## src/hdl/scaled_modular_exponentiation_assert.svh

```systemverilog
// ----------------------------------------------------------------------------
// Scaled modular exponentiation assertion macros
// Concurrent assertion forms used by the top module to check its own logic.
// ----------------------------------------------------------------------------
`ifndef SCALED_MODULAR_EXPONENTIATION_ASSERT_SVH
`define SCALED_MODULAR_EXPONENTIATION_ASSERT_SVH

// Same-cycle implication, disabled while reset is asserted.
`define SME_ASSERT_IMPL(label, clk, rst_n, pre, post) \
    label: assert property (@(posedge clk) disable iff (!rst_n) (pre) |-> (post)) \
        else $error("scaled_modular_exponentiation: assertion failed");

// Next-cycle implication, disabled while reset is asserted.
`define SME_ASSERT_NEXT(label, clk, rst_n, pre, post) \
    label: assert property (@(posedge clk) disable iff (!rst_n) (pre) |=> (post)) \
        else $error("scaled_modular_exponentiation: assertion failed");

`endif

```

## src/hdl/sme_pkg.sv

```systemverilog
// ----------------------------------------------------------------------------
// Scaled modular exponentiation package
// Field widths, register indexes, reset values and control and status structs.
// ----------------------------------------------------------------------------
package sme_pkg;

    localparam int BASE_W    = 60;
    localparam int EXP_W     = 32;
    localparam int POWER_W   = 60;
    localparam int CFG_W     = 60;
    localparam int CFG_IDX_W = 2;

    localparam logic [CFG_IDX_W-1:0] REG_MODULUS = 2'd0;
    localparam logic [CFG_IDX_W-1:0] REG_START   = 2'd1;

    localparam logic [CFG_W-1:0] MODULUS_RESET = 60'd1000228228228228247;
    localparam logic [CFG_W-1:0] START_RESET   = 60'd1232132166;

    typedef struct packed {
        logic start;
    } mul_ctl_t;

    typedef struct packed {
        logic busy;
        logic done;
    } mul_stat_t;

endpackage

```

## src/hdl/sme_cfg.sv

```systemverilog
// ----------------------------------------------------------------------------
// Scaled modular exponentiation configuration registers
// Holds the modulus and the start multiplier, masked to the modulus width.
// ----------------------------------------------------------------------------
module sme_cfg
    import sme_pkg::*;
#(
    parameter int MW = 60
)
(
    input  logic                 clk,
    input  logic                 rst_n,
    input  logic                 wr_en,
    input  logic [CFG_IDX_W-1:0] wr_index,
    input  logic [CFG_W-1:0]     wr_data,
    output logic [MW-1:0]        modulus,
    output logic [MW-1:0]        start_mult
);

    logic [MW-1:0] modulus_reg;
    logic [MW-1:0] start_reg;

    always_ff @(posedge clk or negedge rst_n)
    begin
        if (!rst_n)
        begin
            modulus_reg <= MW'(MODULUS_RESET);
            start_reg   <= MW'(START_RESET);
        end
        else if (wr_en)
        begin
            case (wr_index)
                REG_MODULUS: modulus_reg <= MW'(wr_data);
                REG_START:   start_reg   <= MW'(wr_data);
                default:     ;
            endcase
        end
    end

    assign modulus    = modulus_reg;
    assign start_mult = start_reg;

endmodule

```

## src/hdl/sme_modmul.sv

```systemverilog
// ----------------------------------------------------------------------------
// Scaled modular exponentiation bit-serial modular multiplier
// Computes (x * y) mod m, one bit of y per cycle, most significant first.
// ----------------------------------------------------------------------------
module sme_modmul
    import sme_pkg::*;
#(
    parameter int MW = 60,
    parameter int YW = 60
)
(
    input  logic          clk,
    input  logic          rst_n,
    input  mul_ctl_t      ctl,
    input  logic [MW-1:0] x,
    input  logic [YW-1:0] y,
    input  logic [MW-1:0] m,
    output mul_stat_t     stat,
    output logic [MW-1:0] result
);

    localparam int CW = $clog2(YW + 1);

    logic [MW-1:0] acc_reg, acc_next;
    logic [MW-1:0] x_reg, x_next;
    logic [YW-1:0] y_reg, y_next;
    logic [CW-1:0] cnt_reg, cnt_next;
    logic          busy_reg, busy_next;
    logic          done_reg, done_next;

    logic [MW+1:0] sum;
    logic [MW+1:0] m1;
    logic [MW+1:0] m2;
    logic [MW+1:0] red;

    // Since acc and x are both below m, 2*acc + x stays below 3*m.
    always_comb
    begin
        m1  = {2'b00, m};
        m2  = {1'b0, m, 1'b0};
        sum = {1'b0, acc_reg, 1'b0} + (y_reg[YW-1] ? {2'b00, x_reg} : '0);
        if (sum >= m2)
        begin
            red = sum - m2;
        end
        else if (sum >= m1)
        begin
            red = sum - m1;
        end
        else
        begin
            red = sum;
        end
    end

    always_comb
    begin
        acc_next  = acc_reg;
        x_next    = x_reg;
        y_next    = y_reg;
        cnt_next  = cnt_reg;
        busy_next = busy_reg;
        done_next = 1'b0;
        if (ctl.start)
        begin
            acc_next  = '0;
            x_next    = x;
            y_next    = y;
            cnt_next  = CW'(YW);
            busy_next = 1'b1;
        end
        else if (busy_reg)
        begin
            acc_next = red[MW-1:0];
            y_next   = {y_reg[YW-2:0], 1'b0};
            cnt_next = cnt_reg - CW'(1);
            if (cnt_reg == CW'(1))
            begin
                busy_next = 1'b0;
                done_next = 1'b1;
            end
        end
    end

    always_ff @(posedge clk or negedge rst_n)
    begin
        if (!rst_n)
        begin
            cnt_reg  <= '0;
            busy_reg <= 1'b0;
            done_reg <= 1'b0;
        end
        else
        begin
            cnt_reg  <= cnt_next;
            busy_reg <= busy_next;
            done_reg <= done_next;
        end
    end

    always_ff @(posedge clk)
    begin
        acc_reg <= acc_next;
        x_reg   <= x_next;
        y_reg   <= y_next;
    end

    assign stat.busy = busy_reg;
    assign stat.done = done_reg;
    assign result    = acc_reg;

endmodule

```

## src/hdl/scaled_modular_exponentiation.sv

```systemverilog
// ----------------------------------------------------------------------------
// Scaled modular exponentiation
// Returns (start_multiplier * base^exponent) mod modulus per input item.
// ----------------------------------------------------------------------------
// The input channel (in_valid, in_stall, base, exponent) takes one item at a
// time; in_stall is high while an item is being worked on. The output channel
// (out_valid, out_stall, power) carries one result item per input item from
// an output register, so a new item is taken while a result still waits.
// Configuration must be written by the user through wr_en, wr_index and
// wr_data only while idle; the block itself does not enforce this. Index 0
// is the modulus and index 1 the start multiplier. All arithmetic runs on
// one bit-serial modular multiplier with a YW-bit y operand, YW being the
// larger of MOD_BITS and 60. An item costs two reductions, then one product
// per set exponent bit and one squaring per exponent bit below the highest
// set bit. The block returns to idle at the edge that loads the result.
// A modulus below two skips the multiplier and goes straight to loading a
// zero result.
// Reset restores the default modulus and start multiplier and empties the
// output register. While the receiver stalls, a finished result waits for
// the output register and the next item is held off.
// ----------------------------------------------------------------------------
module scaled_modular_exponentiation
    import sme_pkg::*;
#(
    parameter int MOD_BITS = 60,
    parameter int EXP_BITS = 32
)
(
    input  logic                 clk,
    input  logic                 rst_n,
    input  logic                 wr_en,
    input  logic [CFG_IDX_W-1:0] wr_index,
    input  logic [CFG_W-1:0]     wr_data,
    input  logic                 in_valid,
    output logic                 in_stall,
    input  logic [BASE_W-1:0]    base,
    input  logic [EXP_W-1:0]     exponent,
    output logic                 out_valid,
    input  logic                 out_stall,
    output logic [POWER_W-1:0]   power
);

    localparam int MW = MOD_BITS;
    localparam int YW = (MOD_BITS > BASE_W) ? MOD_BITS : BASE_W;

    typedef enum logic [5:0] {
        S_IDLE   = 6'b000001,
        S_RBASE  = 6'b000010,
        S_RSTART = 6'b000100,
        S_MUL    = 6'b001000,
        S_SQR    = 6'b010000,
        S_FINISH = 6'b100000
    } state_t;

    state_t              state_reg, state_next;
    logic [MW-1:0]       acc_reg, acc_next;
    logic [MW-1:0]       b_reg, b_next;
    logic [EXP_BITS-1:0] e_reg, e_next;
    logic                out_valid_reg, out_valid_next;
    logic [POWER_W-1:0]  power_reg, power_next;
    logic                do_step;

    logic [MW-1:0] modulus;
    logic [MW-1:0] start_mult;

    mul_ctl_t      mul_ctl;
    mul_stat_t     mul_stat;
    logic [MW-1:0] mul_x;
    logic [YW-1:0] mul_y;
    logic [MW-1:0] mul_result;

    sme_cfg #(
        .MW(MW)
    ) u_cfg (
        .clk        (clk),
        .rst_n      (rst_n),
        .wr_en      (wr_en),
        .wr_index   (wr_index),
        .wr_data    (wr_data),
        .modulus    (modulus),
        .start_mult (start_mult)
    );

    sme_modmul #(
        .MW(MW),
        .YW(YW)
    ) u_modmul (
        .clk    (clk),
        .rst_n  (rst_n),
        .ctl    (mul_ctl),
        .x      (mul_x),
        .y      (mul_y),
        .m      (modulus),
        .stat   (mul_stat),
        .result (mul_result)
    );

    always_comb
    begin
        state_next     = state_reg;
        acc_next       = acc_reg;
        b_next         = b_reg;
        e_next         = e_reg;
        out_valid_next = out_valid_reg;
        power_next     = power_reg;
        mul_ctl.start  = 1'b0;
        mul_x          = acc_reg;
        mul_y          = YW'(b_reg);
        do_step        = 1'b0;

        if (out_valid_reg && !out_stall)
        begin
            out_valid_next = 1'b0;
        end

        case (state_reg)
            S_IDLE:
            begin
                if (in_valid)
                begin
                    e_next = EXP_BITS'(exponent);
                    if (modulus < MW'(2))
                    begin
                        acc_next   = '0;
                        state_next = S_FINISH;
                    end
                    else
                    begin
                        // The base is reduced as the product 1 * base.
                        mul_ctl.start = 1'b1;
                        mul_x         = MW'(1);
                        mul_y         = YW'(base);
                        state_next    = S_RBASE;
                    end
                end
            end
            S_RBASE:
            begin
                if (mul_stat.done)
                begin
                    b_next        = mul_result;
                    mul_ctl.start = 1'b1;
                    mul_x         = MW'(1);
                    mul_y         = YW'(start_mult);
                    state_next    = S_RSTART;
                end
            end
            S_RSTART:
            begin
                if (mul_stat.done)
                begin
                    acc_next = mul_result;
                    do_step  = 1'b1;
                end
            end
            S_MUL:
            begin
                if (mul_stat.done)
                begin
                    acc_next = mul_result;
                    // With no higher exponent bits left, further squarings
                    // cannot change the result.
                    if ((e_reg >> 1) == '0)
                    begin
                        state_next = S_FINISH;
                    end
                    else
                    begin
                        mul_ctl.start = 1'b1;
                        mul_x         = b_reg;
                        mul_y         = YW'(b_reg);
                        state_next    = S_SQR;
                    end
                end
            end
            S_SQR:
            begin
                if (mul_stat.done)
                begin
                    b_next  = mul_result;
                    e_next  = e_reg >> 1;
                    do_step = 1'b1;
                end
            end
            S_FINISH:
            begin
                if (!out_valid_reg || !out_stall)
                begin
                    out_valid_next = 1'b1;
                    power_next     = POWER_W'(acc_reg);
                    state_next     = S_IDLE;
                end
            end
            default:
            begin
                state_next = S_IDLE;
            end
        endcase

        // Pick the next operation from the lowest remaining exponent bit.
        if (do_step)
        begin
            if (e_next == '0)
            begin
                state_next = S_FINISH;
            end
            else if (e_next[0])
            begin
                mul_ctl.start = 1'b1;
                mul_x         = acc_next;
                mul_y         = YW'(b_next);
                state_next    = S_MUL;
            end
            else
            begin
                mul_ctl.start = 1'b1;
                mul_x         = b_next;
                mul_y         = YW'(b_next);
                state_next    = S_SQR;
            end
        end
    end

    always_ff @(posedge clk or negedge rst_n)
    begin
        if (!rst_n)
        begin
            state_reg     <= S_IDLE;
            out_valid_reg <= 1'b0;
        end
        else
        begin
            state_reg     <= state_next;
            out_valid_reg <= out_valid_next;
        end
    end

    always_ff @(posedge clk)
    begin
        acc_reg   <= acc_next;
        b_reg     <= b_next;
        e_reg     <= e_next;
        power_reg <= power_next;
    end

    assign in_stall  = (state_reg != S_IDLE);
    assign out_valid = out_valid_reg;
    assign power     = power_reg;

`include "scaled_modular_exponentiation_assert.svh"

    `SME_ASSERT_IMPL(a_done_in_work, clk, rst_n, mul_stat.done,
        (state_reg == S_RBASE || state_reg == S_RSTART ||
         state_reg == S_MUL || state_reg == S_SQR))

    `SME_ASSERT_IMPL(a_mul_running, clk, rst_n,
        (state_reg == S_MUL || state_reg == S_SQR),
        (mul_stat.busy || mul_stat.done))

    `SME_ASSERT_NEXT(a_finish_loads, clk, rst_n,
        (state_reg == S_FINISH && (!out_valid_reg || !out_stall)),
        (out_valid_reg && state_reg == S_IDLE))

endmodule
```

## config.mk

```make
export PLATFORM = sky130hd
export DESIGN_NAME = scaled_modular_exponentiation
export DESIGN_NICKNAME = d
export VERILOG_FILES = /design/src/hdl/sme_pkg.sv /design/src/hdl/sme_cfg.sv /design/src/hdl/sme_modmul.sv /design/src/hdl/scaled_modular_exponentiation.sv
export VERILOG_INCLUDE_DIRS = /design/src /design/src/hdl
export SDC_FILE = /design/constraint.sdc
export NUM_CORES = 2
export LEC_CHECK = 0
export BUFFER_PORTS_ARGS = -buffer_cell sky130_fd_sc_hd__buf_4
export CAP_MARGIN = 25
export CORE_MARGIN = 2
export CORE_UTILIZATION = 62
export CTS_BUF_LIST = sky130_fd_sc_hd__clkbuf_2 sky130_fd_sc_hd__clkbuf_4 sky130_fd_sc_hd__clkbuf_8
export CTS_CLUSTER_SIZE = 12
export DETAILED_ROUTE_END_ITERATION = 16
export PLACE_DENSITY = 0.82
export SETUP_SLACK_MARGIN = 0.05
export SKIP_LAST_GASP = 1
export SLEW_MARGIN = 15
export SYNTH_ARGS = -nofsm -noshare
export SYNTH_HDL_FRONTEND = slang
export SYNTH_SLANG_ARGS = --single-unit
```

## constraint.sdc

```tcl
create_clock -name clk -period 18 [get_ports clk]
set_input_delay 5.4 -clock clk [delete_from_list [all_inputs] [get_ports clk]]
set_output_delay 5.4 -clock clk [all_outputs]
set_load 0.1 [all_outputs]
```

==> summary.txt <==
Place
  – HPWL Detailed: 78.60 mm
  – Post-DP Area: 0.03557 mm2
  – Port Buffer Count: 220
  – Pre-CTS worst setup slack: 8.398 ns
  – Final Wtd Congestion: 1.052
  – Placed Cells: 4,471

GRT
  – M1 GR Usage: 52.67%
  – Vias in the first global route: 29,530
  – Largest net degree at the start of global routing: 94
  – GR Util met3: 6.703%
  – Grt peak-use layer: met2
  – GR Overflow Total: 0
  – Total track usage: 38.20%
  – Initial antenna violation count: 3
  – Grt met2 use: 59.91%
  – First-pass GRT wire length: 168.5 mm

Critical path
  – Required time of the critical path: 18.63 ns
  – Kind of critical path: input pin to register
  – Worst stage delay on the critical path: 0.85 ns
  – Startpoint types: input pin
  – Reg-to-Reg End: u_modmul.result[54]$_SDFFE_PN0P_
  – R2r setup slk: 9.59 ns
  – Bufs and invs on worst path: 2
  – Crit path max-delay family: simple AND/OR/NAND/NOR gates
  – Worst path cell trace: buf_4 -> or4_1 -> nor2_1 -> o22a_1 -> nand4_1 -> or4_1 -> nor2b_4 -> nor2_4 -> buf_4 -> nand2_1 -> nor2_1 -> a222oi_1 -> o211ai_1
  – Crit path DAT: 9.51 ns
  – CP max-delay cell: nor2_1
  – Crit path max fanout: 39
  – Setup crit end kind: register
  – Worst r2r path cells: 25
  – Worst r2r src: u_modmul.y_reg[59]$_DFFE_PP_

Yosys
  – Ranking of synthesized cells by area: edfxtp_1, dfxtp_1, dfrtp_1, ha_1, o21ai_0
  – Area fraction of the dominant cell type after synthesis: 16.09%
  – Ys flop type: dfxtp_1
  – Syn_nets: 4,090
  – Ys async rst share: 25.62%
  – EDFF count, synth: 180
  – Sequential area share after synthesis: 38.93%
  – Leading area contributor after synthesis: edfxtp_1
  – Synth unique cells: 92
  – Count leader, synth: nand2_1
  – Mapped Area: 0.03360 mm2
  – Syn avg cell area: 8.968 um2
  – Syn. warnings: 0
  – Commonest cells post-synth: nand2_1, o21ai_0, a21oi_1
  – Flops & latches, synth: 527
  – Syn Inst Count: 3,747

Detailed routing
  – Per-cell routed wire length: 23.42 um
  – Drc violations: 0
  – DR vias: 30,950
  – DRT Pass-1 Iters: 8
  – Final WL: 108.8 mm
  – Initial DRC count: 3,305
  – DR vias/cell: 6.665
  – Routed Antenna Nets: 0

Timing
  – Final setup margin: 9.121 ns
  – Fmax achieved: 112.6 MHz
  – Least-Margin Pin Slew: 1.070 ns
  – Final min period: 8.879 ns
  – Relative slew slack: 28.10%
  – Final setup violation count: 0
  – Clk_skew: 0.05035 ns
  – Final period util: 49.33%
  – Final slew viol count: 0
  – RSZ-0062 raised after global routing: false
  – Hold Violations, Final: 0
  – Fin Setup TNS: 0 ns
  – Hold WS: 0.4384 ns

Floorplanning
  – Die width: 236.8 um
  – Die footprint: 0.05607 mm2
  – Initial core utilization: 62.56%
  – Core Area: 0.05371 mm2
  – I/O Pins: 221
  – Die Height: 236.8 um
  – Row cnt: 85

Clock tree
  – Clock tree sinks: 527
  – Clk_lat worst skew: 0.73 ns
  – Clk slew on worst S/H paths: 0.06 ns
  – CTS HTree Levels: 3
  – Root buffer cell: clkbuf_8
  – Cells resized by post-CTS repair: 0
  – CTS tree: yes
  – Longest Clk Path Bufs: 3
  – TritonCTS Buffers: 88
  – Post-CTS Setup Bufs: 0
  – Post-CTS Hold Buffers: 0

Final layout
  – Final #Nets: 4,213
  – Share of cells above drive strength 1: 17.18%
  – Design area: 0.03761 mm2
  – Non-filler cells, final: 4,644
  – Area growth syn-to-layout: 11.92%
  – Final core occ: 70.02%

Min path
  – Hold EP: power[32]$_DFFE_PP_
  – Worst hold path startpoint: acc_reg[32]$_DFF_P_
  – Hold Path Class: register to register
  – Hold Crit Depth: 0

Power and ir drop
  – Leakage power: 15.15 nW
  – VDD IR max: 0.08068 mV
  – Total Power: 2.918 mW
  – Pwr/cell area: 77.59 mW/mm2

Outcome
  – Status: finished clean

Flow run
  – Max-Cap Viols: 0
[layer usage]
metal,share of wire [%],wire length (um)
met2,45,49130
met4,3.7,4072
met3,8.8,9604
met1,42,45960
met5,0.0083,9
[worst max path at each step]
stage / from / endpoint / cells after the start
global route: exponent[1] / u_modmul.result[54]$_SDFFE_PN0P_ / 13
floorplan: out_stall / power[0]$_DFFE_PP_ / 1
finish: exponent[1] / u_modmul.result[57]$_SDFFE_PN0P_ / 13
detailed placement: in_valid / u_modmul.result[57]$_SDFFE_PN0P_ / 12
CTS: in_valid / u_modmul.result[57]$_SDFFE_PN0P_ / 12
global placement: in_valid / u_modmul.result[57]$_SDFFE_PN0P_ / 12
[report_power, final]
part           switching (mW)  internal (mW)
registers              0.0317           1.29
logic                   0.243          0.153
clock network           0.531          0.671
[cell usage in the layout, fill, tap and decap left out, types with 36 or more instances in the layout]
cell type / Yosys / layout
and2_1: 78 / 77
inv_1: 129 / 128
nor2_1: 144 / 141
a21o_1: 75 / 75
a22o_1: 62 / 62
o21ai_1: 40 / 39
a21oi_1: 242 / 239
clkbuf_8: 0 / 103
buf_4: 4 / 251
dfxtp_1: 212 / 212
edfxtp_1: 180 / 180
o21ai_0: 380 / 380
ha_1: 181 / 181
nor3_1: 43 / 43
o21bai_1: 36 / 36
a22oi_1: 191 / 191
nand3_1: 111 / 111
xor2_1: 50 / 50
mux2_2: 139 / 139
nand4_1: 47 / 47
dfrtp_1: 91 / 90
xnor2_1: 116 / 116
dfstp_2: 44 / 44
nand2_1: 442 / 441
[kinds of logic (layout without fill, tap and decap cells)]
logic type,after synthesis,count (layout),share of synthesized area (%)
AO/OA/AOI/OAI,1302,1302,25.18
XOR/XNOR,166,166,4.327
adder cells (fa/ha/maj),184,184,6.918
buffers and inverters,357,556,4.271
flip-flops,527,527,38.93
multiplexers,167,167,5.492
other,0,2,0
AND/OR/NAND/NOR,1044,1044,14.88
[area by class of cell]
class / instances / area [um2]
timing repair buffer: 259 / 1987
inverter: 131 / 491.7
antenna: 2 / 5.005
multi-input combinational: 2863 / 19180
fill: 4228 / 16100
clock inverter: 36 / 364.1
tap: 696 / 870.8
clock buffer: 130 / 1620
sequential: 527 / 13080
Note: power is estimated with default switching activity, not from simulation.
